[config.mk]
export PLATFORM = sky130hd
export DESIGN_NAME = bis_addr
export DESIGN_NICKNAME = d
export VERILOG_FILES = /design/src/hdl/bis_pkg.sv /design/src/hdl/bis_addr.sv
export SDC_FILE = /design/constraint.sdc
export NUM_CORES = 1
export LEC_CHECK = 0
export ABC_AREA = 1
export BUFFER_PORTS_ARGS = -buffer_cell sky130_fd_sc_hd__buf_4
export CORE_ASPECT_RATIO = 1.1
export CORE_UTILIZATION = 25
export DETAILED_ROUTE_END_ITERATION = 7
export PLACE_DENSITY = 0.51
export SYNTH_ARGS = -nofsm -noshare
export SYNTH_HDL_FRONTEND = slang
export SYNTH_SLANG_ARGS = --single-unit
[constraint.sdc]
create_clock -name clock -period 10.27 [get_ports clock]
set_input_delay 2.054 -clock clock [delete_from_list [all_inputs] [get_ports clock]]
set_output_delay 2.054 -clock clock [all_outputs]
set_load 0.02 [all_outputs]
[src/hdl/bis_pkg.sv]
// shared types, constants and helpers of the bilinear image scaler
`timescale 1ns / 1ps
package bis_pkg;

   localparam int CHANNELS    = 4;
   localparam int PIX_W       = 32;
   localparam int CH_W        = 8;
   localparam int SRC_DIM_W   = 7;
   localparam int OUT_DIM_W   = 9;
   localparam int COORD_W     = 8;
   localparam int STEP_W      = 22;
   localparam int FRAC_W      = 16;
   localparam int POS_W       = COORD_W + STEP_W;
   localparam int FLOOR_W     = POS_W - FRAC_W;
   localparam int LIN_W       = 2 * SRC_DIM_W;
   localparam int WGT_W       = FRAC_W + 1;
   localparam int ROWMIX_W    = CH_W + FRAC_W;
   localparam int FULLMIX_W   = ROWMIX_W + WGT_W;
   localparam int LOAD_IDX_W  = 12;
   localparam int CSR_IDX_W   = 3;
   localparam int CSR_DATA_W  = 22;
   localparam logic [WGT_W-1:0] ONE_Q16 = WGT_W'(1) << FRAC_W;

   typedef enum logic [CSR_IDX_W-1:0] {
      CSR_SOURCE_WIDTH  = 3'd0,
      CSR_SOURCE_HEIGHT = 3'd1,
      CSR_OUTPUT_WIDTH  = 3'd2,
      CSR_OUTPUT_HEIGHT = 3'd3,
      CSR_COLUMN_STEP   = 3'd4,
      CSR_ROW_STEP      = 3'd5
   } csr_index_type;

   typedef enum logic {
      KIND_LOAD  = 1'b0,
      KIND_QUERY = 1'b1
   } kind_type;

   typedef struct packed {
      logic valid;
      logic bad;
   } ctl_type;

   function automatic logic [SRC_DIM_W-1:0] eff_size(logic [SRC_DIM_W-1:0] v, int maxv);
      logic [SRC_DIM_W-1:0] r;
      if (v == '0) begin
         r = SRC_DIM_W'(1);
      end else if (int'(v) > maxv) begin
         r = SRC_DIM_W'(maxv);
      end else begin
         r = v;
      end
      return r;
   endfunction

endpackage

[src/hdl/bis_addr.sv]
// source position, neighbour addresses and weights for one query
`timescale 1ns / 1ps
module bis_addr import bis_pkg::*; #(
   parameter int AW = 12
) (
   input  logic                  clock,
   input  logic                  reset,
   input  logic                  query,
   input  logic [COORD_W-1:0]    out_row,
   input  logic [COORD_W-1:0]    out_col,
   input  logic [SRC_DIM_W-1:0]  src_w,
   input  logic [SRC_DIM_W-1:0]  src_h,
   input  logic [OUT_DIM_W-1:0]  out_w,
   input  logic [OUT_DIM_W-1:0]  out_h,
   input  logic [STEP_W-1:0]     col_step,
   input  logic [STEP_W-1:0]     row_step,
   output logic [AW-1:0]         addr_00,
   output logic [AW-1:0]         addr_10,
   output logic [AW-1:0]         addr_01,
   output logic [AW-1:0]         addr_11,
   output logic [FRAC_W-1:0]     frac_r,
   output logic [FRAC_W-1:0]     frac_c,
   output ctl_type               ctl
);

   ctl_type                ctl1_ff, ctl1_in;
   ctl_type                ctl2_ff;
   logic [POS_W-1:0]       pos_r_ff, pos_c_ff;
   logic [FRAC_W-1:0]      fr_ff, fc_ff;
   logic [FRAC_W-1:0]      fr_in, fc_in;
   logic [SRC_DIM_W-1:0]   r0, r1, c0, c1, last_r, last_c;
   logic [LIN_W-1:0]       base, base_hi;

   always_comb begin
      ctl1_in.valid = query;
      ctl1_in.bad   = ({1'b0, out_row} >= out_h) || ({1'b0, out_col} >= out_w);
   end

   always_ff @(posedge clock) begin
      if (reset) begin
         ctl1_ff <= '0;
         ctl2_ff <= '0;
      end else begin
         ctl1_ff <= ctl1_in;
         ctl2_ff <= ctl1_ff;
      end
      pos_r_ff <= POS_W'(out_row) * POS_W'(row_step);
      pos_c_ff <= POS_W'(out_col) * POS_W'(col_step);
      fr_ff    <= fr_in;
      fc_ff    <= fc_in;
   end

   always_comb begin
      last_r = src_h - SRC_DIM_W'(1);
      last_c = src_w - SRC_DIM_W'(1);
      if (FLOOR_W'(last_r) <= pos_r_ff[POS_W-1:FRAC_W]) begin
         r0    = last_r;
         r1    = last_r;
         fr_in = '0;
      end else begin
         r0    = pos_r_ff[FRAC_W +: SRC_DIM_W];
         fr_in = pos_r_ff[FRAC_W-1:0];
         r1    = (fr_in != '0) ? r0 + SRC_DIM_W'(1) : r0;
      end
      if (FLOOR_W'(last_c) <= pos_c_ff[POS_W-1:FRAC_W]) begin
         c0    = last_c;
         c1    = last_c;
         fc_in = '0;
      end else begin
         c0    = pos_c_ff[FRAC_W +: SRC_DIM_W];
         fc_in = pos_c_ff[FRAC_W-1:0];
         c1    = (fc_in != '0) ? c0 + SRC_DIM_W'(1) : c0;
      end
      base    = LIN_W'(r0) * LIN_W'(src_w);
      base_hi = base + ((r1 != r0) ? LIN_W'(src_w) : '0);
   end

   assign addr_00 = AW'(base + LIN_W'(c0));
   assign addr_01 = AW'(base + LIN_W'(c1));
   assign addr_10 = AW'(base_hi + LIN_W'(c0));
   assign addr_11 = AW'(base_hi + LIN_W'(c1));
   assign frac_r  = fr_ff;
   assign frac_c  = fc_ff;
   assign ctl     = ctl2_ff;

endmodule

==> impl_metrics.csv, run 1 <==
group,metric,value,unit
status,status,"finished with violations",
status,violations,"setup timing",
layout,mostFrequentLayoutCell,"inv_1",
clock_network,clk_path_buf_depth,2,
synth,synth_nets,2907,
clock_network,cts_hold_buf,0,
pwr,finalPower,0.00760,W
clock_network,numCtsBuffers,9,
synth,ys_types,44,
layout,nets,3133,
synth,synth.ff_latch_count,96,
clock_network,cts_root_buf,"clkbuf_16",
critical_path,rr_startpoint,"pos_c_ff[19]",
synth,yosysWarningCount,0,
layout,design_area,21900,um^2
detailed_routing,num_vias,14500,
critical_path,start_kind,"primary input",
sta,worstMarginPinSlew,806,ps
critical_path,crit_start,"src_h[0]",
sta,finalSetupTns,-1020,ps
min_path,hold_path.startpoint,"ctl1_ff[1]",
layout,diodes,0,
critical_path,critPathCaptureType,"output port",
global_route,grt_max_degree,24,
sta,worst_slack,-137,ps
place,post-place-ws,-512,ps
sta,hold_viol,0,
critical_path,cp.arrival,8350,ps
synth,ys.flop_type,"dfxtp_1",
clock_network,cts.sinks,96,
place,gp_routability_congestion,0.832,
place,dpl.hpwl,40200,um
critical_path,critPathRequiredTime,8220,ps
synth,synth-edff-count,0,
floorplanning,fp.dieH,281,um
place,place_area,20800,um^2
sta,min_period_over_period,101,%
synth,synth.avg_cell_area,7.53,um^2
floorplanning,die-area,71900,um^2
layout,syn2layout_area_growth,23.6,%
global_route,overflow,0,
layout,mostFrequentLayoutCells,"570 x inv_1, 534 x nand2_1, 284 x buf_4",
floorplanning,start_util,25.5,%
critical_path,cpPeakStageDelay,560,ps
detailed_routing,drtIter0Drc,577,
job,drv_cap,0,
sta,finalSetupViolCount,11,
synth,syn_area,17700,um^2
synth,synth-seq-area-share,10.9,%
detailed_routing,vias_per_cell,4.13,
sta,rsz0062_at_grt,"yes",
global_route,grt_pass1_wl,79100,um
place,io_buffers,176,
clock_network,clkLatencyLatePin,360,ps
detailed_routing,totalWireLength,47300,um
sta,drv_slew,0,
detailed_routing,first_pass_iters,4,
synth,synth_cells,2351,
min_path,hold_class,"flop to flop",
critical_path,crit_type,"primary input to output port",
critical_path,critPathTopFamily,"adder cells",
critical_path,critPathMaxFanout,5,
clock_network,clkSlewWorstSetupHoldPaths,80,ps
global_route,grt_pass1_vias,15500,
detailed_routing,ant_nets,0,
pwr,power_density,347,nW/um^2
clock_network,htree_levels,3,
sta,slew_headroom,45.7,%
floorplanning,ioPinCount,177,
sta,period_needed,10410,ps
floorplanning,coreArea,69500,um^2
pwr,peakVddDrop,0.271,mV
synth,async_flop_share,0,%
global_route,grt_usage,13.6,%
pwr,leakage,11.9,nW
critical_path,crit_path_top_delay_cell,"fa_1",
critical_path,path_buf_inv,10,
layout,nFillCells,7569,
floorplanning,num_rows,101,
floorplanning,die_w,256,um
layout,post-route-util,31.5,%
global_route,antenna_found_initial,3,
layout,drive_above_1_share,17.0,%
sta,fmax,96.1,MHz
detailed_routing,avgRoutedWirePerCell,13.5,um
detailed_routing,drc,0,
sta,fin_skew,8.69,ps
clock_network,cts_tree,"done",
==> kinds of logic (layout without fill, tap and decap cells) <==
group	count (synthesis)	count (layout)	share of synthesized area [%]
AO/OA/AOI/OAI	199	199	6.23
buffers and inverters	671	902	14.4
AND/OR/NAND/NOR	805	805	18.4
flip-flops	96	96	10.9
adder cells (fa/ha/maj)	461	461	43.9
XOR/XNOR	119	119	6.16
==> power by group <==
group | switching [W] | internal, W
registers | 0.0000615 | 0.000527
logic | 0.00374 | 0.00291
clock network | 0.000159 | 0.000193
total | 0.00396 | 0.00364
==> path summary, 6_finish.rpt <==
| check | slack, ps | end | cells past startpoint |
|---|---|---|---|
| worst min register to register | 400 | ctl[1] | 2 |
| worst max-delay path | -140 | addr_11[10] | 42 |
| worst max register to register | 8170 | frac_c[15] | 10 |
| worst min-delay path | 400 | ctl[1] | 2 |
==> synthesized netlist by cell type, drive strengths merged (10+ instances only) <==
cell type / number / area [um^2]
nand4: 20 / 125
a21o: 10 / 75.1
fa: 268 / 5370
xnor2: 37 / 332
ha: 193 / 2410
a21oi: 97 / 485
dfxtp: 96 / 1920
xor2: 82 / 759
clkbuf: 82 / 344
nor4: 10 / 62.6
nor2: 137 / 529
nor3: 12 / 65.1
inv: 585 / 2200
o21ai: 61 / 305
nand2: 562 / 2130
nand3: 54 / 270
==> state kept, by name (all words and copies together) (netlist names) <==
signal	count
ctl	2
frac_r	16
pos_r_ff	30
frac_c	16
ctl1_ff	2
pos_c_ff	30
==> cell type report <==
type                    instances  area (um^2)  area share (%)
multi-input cells            1584        14000            63.8
repair buffers                298         2300            10.5
inverters                     588         2230            10.2
flip-flops and latches         96         1920            8.78
well taps                     927         1160            5.30
clock buffers                  10          229            1.05
clock inverters                 6         77.6           0.354
==> timing repair <==
| action | in CTS | in global routing |
|---|---|---|
| resized for setup | 39 | 85 |
| endpoints found under the hold margin | 0 | 0 |
| pin swaps | 48 | 47 |
| setup endpoints to repair | 21 | 27 |
| setup buffers | 18 | 6 |
==> metrics by stage <==
stage	hold slack [ps]	cells
after floorplan	388	2351
after detailed placement	394	3470
after global routing	414	3509
final	403	3509
after CTS	404	3504
after global placement	391	3470
==> worst min-delay path: cells and delay by family, from the launching register on <==
| kind | cells | cell delay [ps] |
|---|---|---|
| flops | 1 | 300 |
| buf+inv | 1 | 40 |
| simple gates | 1 | 30 |
==> layer usage <==
metal / track usage [%] / wire length, um
met1: 17.6 / 22200
met2: 24.1 / 23300
met3: 1.53 / 1140
met4: 2.99 / 621
met5: 0 / 36
(Power assumes the default switching activity.)
==> inputs of run 2 (changes only) <==
--- a/config.mk
+++ b/config.mk
@@ -7,7 +7,7 @@
 export LEC_CHECK = 0
 export ABC_AREA = 1
 export BUFFER_PORTS_ARGS = -buffer_cell sky130_fd_sc_hd__buf_4
-export CORE_ASPECT_RATIO = 1.1
+export CORE_ASPECT_RATIO = 0.9
 export CORE_UTILIZATION = 25
 export DETAILED_ROUTE_END_ITERATION = 7
 export PLACE_DENSITY = 0.51
==> impl_metrics.csv, run 2 (synthesis results as in run 1) <==
group,metric,value,unit
status,status,"finished with violations",
status,violations,"setup timing",
detailed_routing,drtIter0Drc,621,
layout,drive_above_1_share,17.0,%
sta,finalSetupTns,-806,ps
critical_path,crit_type,"primary input to output port",
detailed_routing,totalWireLength,47000,um
detailed_routing,first_pass_iters,4,
layout,design_area,21800,um^2
place,gp_routability_congestion,0.826,
critical_path,critPathCaptureType,"output port",
global_route,antenna_found_initial,4,
critical_path,reg2reg_depth,10,
min_path,hold_path.startpoint,"ctl1_ff[1]",
pwr,leakage,11.9,nW
critical_path,cpPeakStageDelay,540,ps
global_route,grt_max_degree,24,
global_route,grt_pass1_vias,15100,
sta,rsz0062_at_grt,"yes",
sta,fmax,96.1,MHz
pwr,power_density,348,nW/um^2
job,drv_cap,0,
sta,worst_slack,-133,ps
sta,slew_headroom,43.0,%
layout,post-route-util,31.1,%
floorplanning,die_w,283,um
detailed_routing,wl_met2,21300,um
critical_path,r2r_slack,8090,ps
min_path,hold_path_depth,2,
floorplanning,start_util,25.3,%
layout,mostFrequentLayoutCell,"inv_1",
layout,syn2layout_area_growth,23.2,%
critical_path,critPathMaxFanout,5,
clock_network,clkSlewWorstSetupHoldPaths,80,ps
critical_path,start_kind,"primary input",
sta,hold_viol,0,
critical_path,cp.arrival,8350,ps
sta,worstMarginPinSlew,846,ps
global_route,grt_usage,13.5,%
critical_path,crit_path_frequent_cell,"inv_2",
clock_network,clk_path_buf_depth,2,
layout,multi_input_comb_area,13900,um^2
detailed_routing,routed.top_layer,"met5",
detailed_routing,wl_met3,1800,um
sta,period_needed,10400,ps
clock_network,cts_tree,"done",
floorplanning,num_rows,92,
critical_path,r2r_end,"frac_c[12]",
floorplanning,die-area,71900,um^2
clock_network,clkLatencyLatePin,350,ps
layout,top_regs,"pos_c_ff: 30 flops, pos_r_ff: 30 flops",
layout,regArea,1920,um^2
place,io_buffers,176,
global_route,overflow,0,
floorplanning,fp.dieH,254,um
detailed_routing,avgRoutedWirePerCell,13.3,um
place,dpl.hpwl,40000,um
sta,fin_skew,8.92,ps
detailed_routing,wl_met1,23400,um
min_path,hold_class,"flop to flop",
floorplanning,coreArea,70100,um^2
clock_network,numCtsBuffers,9,
sta,finalSetupViolCount,8,
sta,timing.hold.ws,409,ps
sta,min_period_over_period,101,%
clock_network,cts_root_buf,"clkbuf_16",
detailed_routing,num_vias,14600,
pwr,peakVddDrop,0.354,mV
layout,nets,3135,
global_route,grt_pass1_wl,78200,um
detailed_routing,drc,0,
layout,nFillCells,7557,
critical_path,rr_startpoint,"pos_c_ff[19]",
clock_network,htree_levels,3,
critical_path,crit_path_top_delay_cell,"fa_1",
clock_network,cts.sinks,96,
place,place_area,20800,um^2
min_path,min_to,"ctl[1]",
detailed_routing,vias_per_cell,4.15,
detailed_routing,ant_nets,0,
sta,drv_slew,0,
layout,mostFrequentLayoutCells,"569 x inv_1, 537 x nand2_1, 281 x buf_4",
floorplanning,ioPinCount,177,
critical_path,critPathRequiredTime,8220,ps
layout,diodes,0,
==> run 2: cell count changes in the layout (fill, tap and decap cells not counted), moves of 4 or more <==
cell,before,now
buf_6,12,16
xor2_1,70,65
xor2_2,8,13
ha_4,18,12
ha_1,173,181
inv_6,0,4
==> run 2: worst max-delay path by stage <==
stage,end,start,cells after the start
2_1_floorplan,addr_10[10],src_h[1],37
3_3_place_gp,addr_11[11],src_h[1],39
3_5_place_dp,addr_11[11],src_h[1],39
4_1_cts,addr_11[11],src_h[1],41
5_1_grt,addr_11[11],src_h[1],41
6_report,addr_11[11],src_h[1],41
==> run 2: stage by stage <==
stage	total power, W	instances	worst slack [ps]
final	0.00760	3524	-133
after global routing	0.00843	3524	-535
after CTS	0.00723	3516	-162
after detailed placement	0.00676	3475	-439
after global placement	0.00677	3475	-373
after floorplan	0.00457	2351	-10.9
==> run 2: report_power, final <==
group          switching [W]  internal, W
sequential         0.0000667     0.000527
clock               0.000163     0.000169
combinational        0.00374      0.00293
total                0.00397      0.00362
==> run 2: final cells by class <==
type | instances | area share [%]
Timing Repair Buffer | 300 | 10.7
Clock inverter | 7 | 0.269
Sequential cell | 96 | 8.81
Inverter | 588 | 10.2
Clock buffer | 9 | 1.03
Tap cell | 940 | 5.39
Multi-Input combinational cell | 1584 | 63.5
==> run 2: metal layers <==
metal	up-vias	GRT usage, %
li1	7428	-
met1	6947	19.4
met2	214	21.8
met3	27	1.86
met4	6	2.10
met5	-	0
==> run 2: worst max-delay path: cells and delay by family <==
family                     cells  cell delay [ps]
adders and majority gates      8             2910
and+or+nand+nor               14             1590
buffers and inverters         13              900
xor gates and xnor gates       3              510
AOI/OAI and AO/OA              3              370
==> run 2: what timing repair did <==
action | in CTS | in global routing
buffers inserted | 25 | 8
hold buffers | 0 | 0
setup endpoints to repair | 16 | 24
pin swaps | 43 | 31
resized for setup | 29 | 88
endpoints found under the hold margin | 0 | 0
==> inputs of run 3 (changes only) <==
--- a/config.mk
+++ b/config.mk
@@ -8,9 +8,9 @@
 export ABC_AREA = 1
 export BUFFER_PORTS_ARGS = -buffer_cell sky130_fd_sc_hd__buf_4
 export CORE_ASPECT_RATIO = 0.9
-export CORE_UTILIZATION = 25
+export CORE_UTILIZATION = 56
 export DETAILED_ROUTE_END_ITERATION = 7
-export PLACE_DENSITY = 0.51
+export PLACE_DENSITY = 0.88
 export SYNTH_ARGS = -nofsm -noshare
 export SYNTH_HDL_FRONTEND = slang
 export SYNTH_SLANG_ARGS = --single-unit
==> impl_metrics.csv, run 3 (synthesis results as in run 1) <==
group,metric,value,unit
critical_path,cp.arrival,8520,ps
detailed_routing,num_vias,15800,
critical_path,start_kind,"primary input",
critical_path,crit_path_top_delay_cell,"fa_1",
detailed_routing,avgRoutedWirePerCell,15.6,um
detailed_routing,drtIter0Drc,1004,
status,violations,"setup timing",
global_route,overflow,0,
layout,drive_above_1_share,15.9,%
place,dpl.hpwl,37100,um
detailed_routing,totalWireLength,46200,um
detailed_routing,wl_met2,22800,um
sta,period_needed,10570,ps
clock_network,cts.sinks,96,
layout,mostFrequentLayoutCells,"571 x inv_1, 533 x nand2_1, 267 x fa_1",
clock_network,cts_root_buf,"clkbuf_16",
global_route,grt_pass1_vias,16300,
detailed_routing,wl_met1,18800,um
sta,finalSetupViolCount,16,
status,status,"finished with violations",
floorplanning,die_w,189,um
clock_network,clkLatencyLatePin,350,ps
detailed_routing,ant_nets,0,
layout,top_regs,"pos_c_ff: 30 flops, pos_r_ff: 30 flops",
sta,rsz0062_at_grt,"yes",
sta,fmax,94.6,MHz
sta,drv_slew,0,
sta,hold_viol,0,
floorplanning,die-area,32300,um^2
layout,regArea,1920,um^2
sta,min_period_over_period,103,%
min_path,hold_class,"flop to flop",
critical_path,critPathRequiredTime,8220,ps
global_route,grt_pass1_wl,75100,um
detailed_routing,vias_per_cell,5.34,
pwr,leakage,11.8,nW
detailed_routing,routed.top_layer,"met4",
place,gp_routability_congestion,0.902,
layout,mostFrequentLayoutCell,"inv_1",
floorplanning,start_util,57.1,%
floorplanning,num_rows,61,
job,drv_cap,0,
clock_network,numCtsBuffers,9,
clock_network,clkSlewWorstSetupHoldPaths,80,ps
pwr,power_density,366,nW/um^2
detailed_routing,first_pass_iters,6,
pwr,peakVddDrop,0.992,mV
layout,nFillCells,2465,
floorplanning,coreArea,31000,um^2
global_route,antenna_found_initial,3,
detailed_routing,wl_met3,2980,um
clock_network,cts_tree,"done",
sta,slew_headroom,39.9,%
layout,multi_input_comb_area,13900,um^2
clock_network,htree_levels,3,
floorplanning,ioPinCount,177,
detailed_routing,drc,0,
sta,worstMarginPinSlew,899,ps
layout,nets,3095,
sta,finalSetupTns,-2580,ps
global_route,grt_usage,28.4,%
sta,worst_slack,-303,ps
critical_path,critPathCaptureType,"output port",
layout,post-route-util,67.5,%
critical_path,crit_type,"primary input to output port",
layout,syn2layout_area_growth,18.2,%
place,io_buffers,176,
clock_network,clk_path_buf_depth,2,
critical_path,cpPeakStageDelay,520,ps
floorplanning,fp.dieH,171,um
sta,fin_skew,14.0,ps
global_route,grt_max_degree,32,
critical_path,critPathMaxFanout,5,
## run 3: routing by layer
| layer | vias up | track usage [%] |
|---|---|---|
| met5 | - | 0 |
| met4 | 0 | 10.4 |
| met3 | 152 | 3.30 |
| met2 | 696 | 49.8 |
| met1 | 7572 | 36.3 |
| li1 | 7351 | - |
## run 3: what timing repair did
action,CTS,global route
gates resized for setup,39,95
buffers inserted,10,9
hold buffers,0,0
setup endpoints to repair,24,26
endpoints found under the hold margin,0,0
pin swaps,32,41
## run 3: power by group
| part | switching, W | internal (W) |
|---|---|---|
| clock network | 0.000152 | 0.000169 |
| logic | 0.00385 | 0.00290 |
| registers | 0.0000657 | 0.000527 |
## run 3: area by class of cell
type	instances	area share [%]
clock buffers	9	1.08
diodes	3	0.0359
well taps	409	2.45
repair buffers	260	9.81
clock inverters	7	0.299
multi-input cells	1584	66.5
flip-flops and latches	96	9.18
inverters	588	10.7
## run 3: worst paths after layout
kind / slack (ps) / from / endpoint / depth (start not counted)
setup / recovery: -300 / src_h[0] / addr_11[10] / 38
hold / removal: 420 / ctl1_ff[1] / ctl[1] / 2
setup reg to reg: 8040 / pos_c_ff[19] / frac_c[12] / 9
hold reg to reg: 420 / ctl1_ff[1] / ctl[1] / 2
## run 3: stage by stage
| step | std cells | hold WS, ps | setup slack, ps | total power [W] | cell area [um^2] |
|---|---|---|---|---|---|
| finish | 2956 | 417 | -303 | 0.00766 | 20900 |
| global placement | 2922 | 415 | -281 | 0.00642 | 19900 |
| CTS | 2946 | 422 | -219 | 0.00706 | 20400 |
| detailed placement | 2922 | 411 | -602 | 0.00659 | 19900 |
| floorplan | 2351 | 388 | -10.9 | 0.00457 | 17900 |
| global route | 2956 | 434 | -619 | 0.00831 | 20900 |
## run 3: worst max-delay path: cells and delay by family
| family | cells | cell delay, ps |
|---|---|---|
| fa+ha+maj | 9 | 3000 |
| simple gates | 11 | 1330 |
| buf+inv | 12 | 1060 |
| xor+xnor | 4 | 770 |
| compound gates | 2 | 280 |
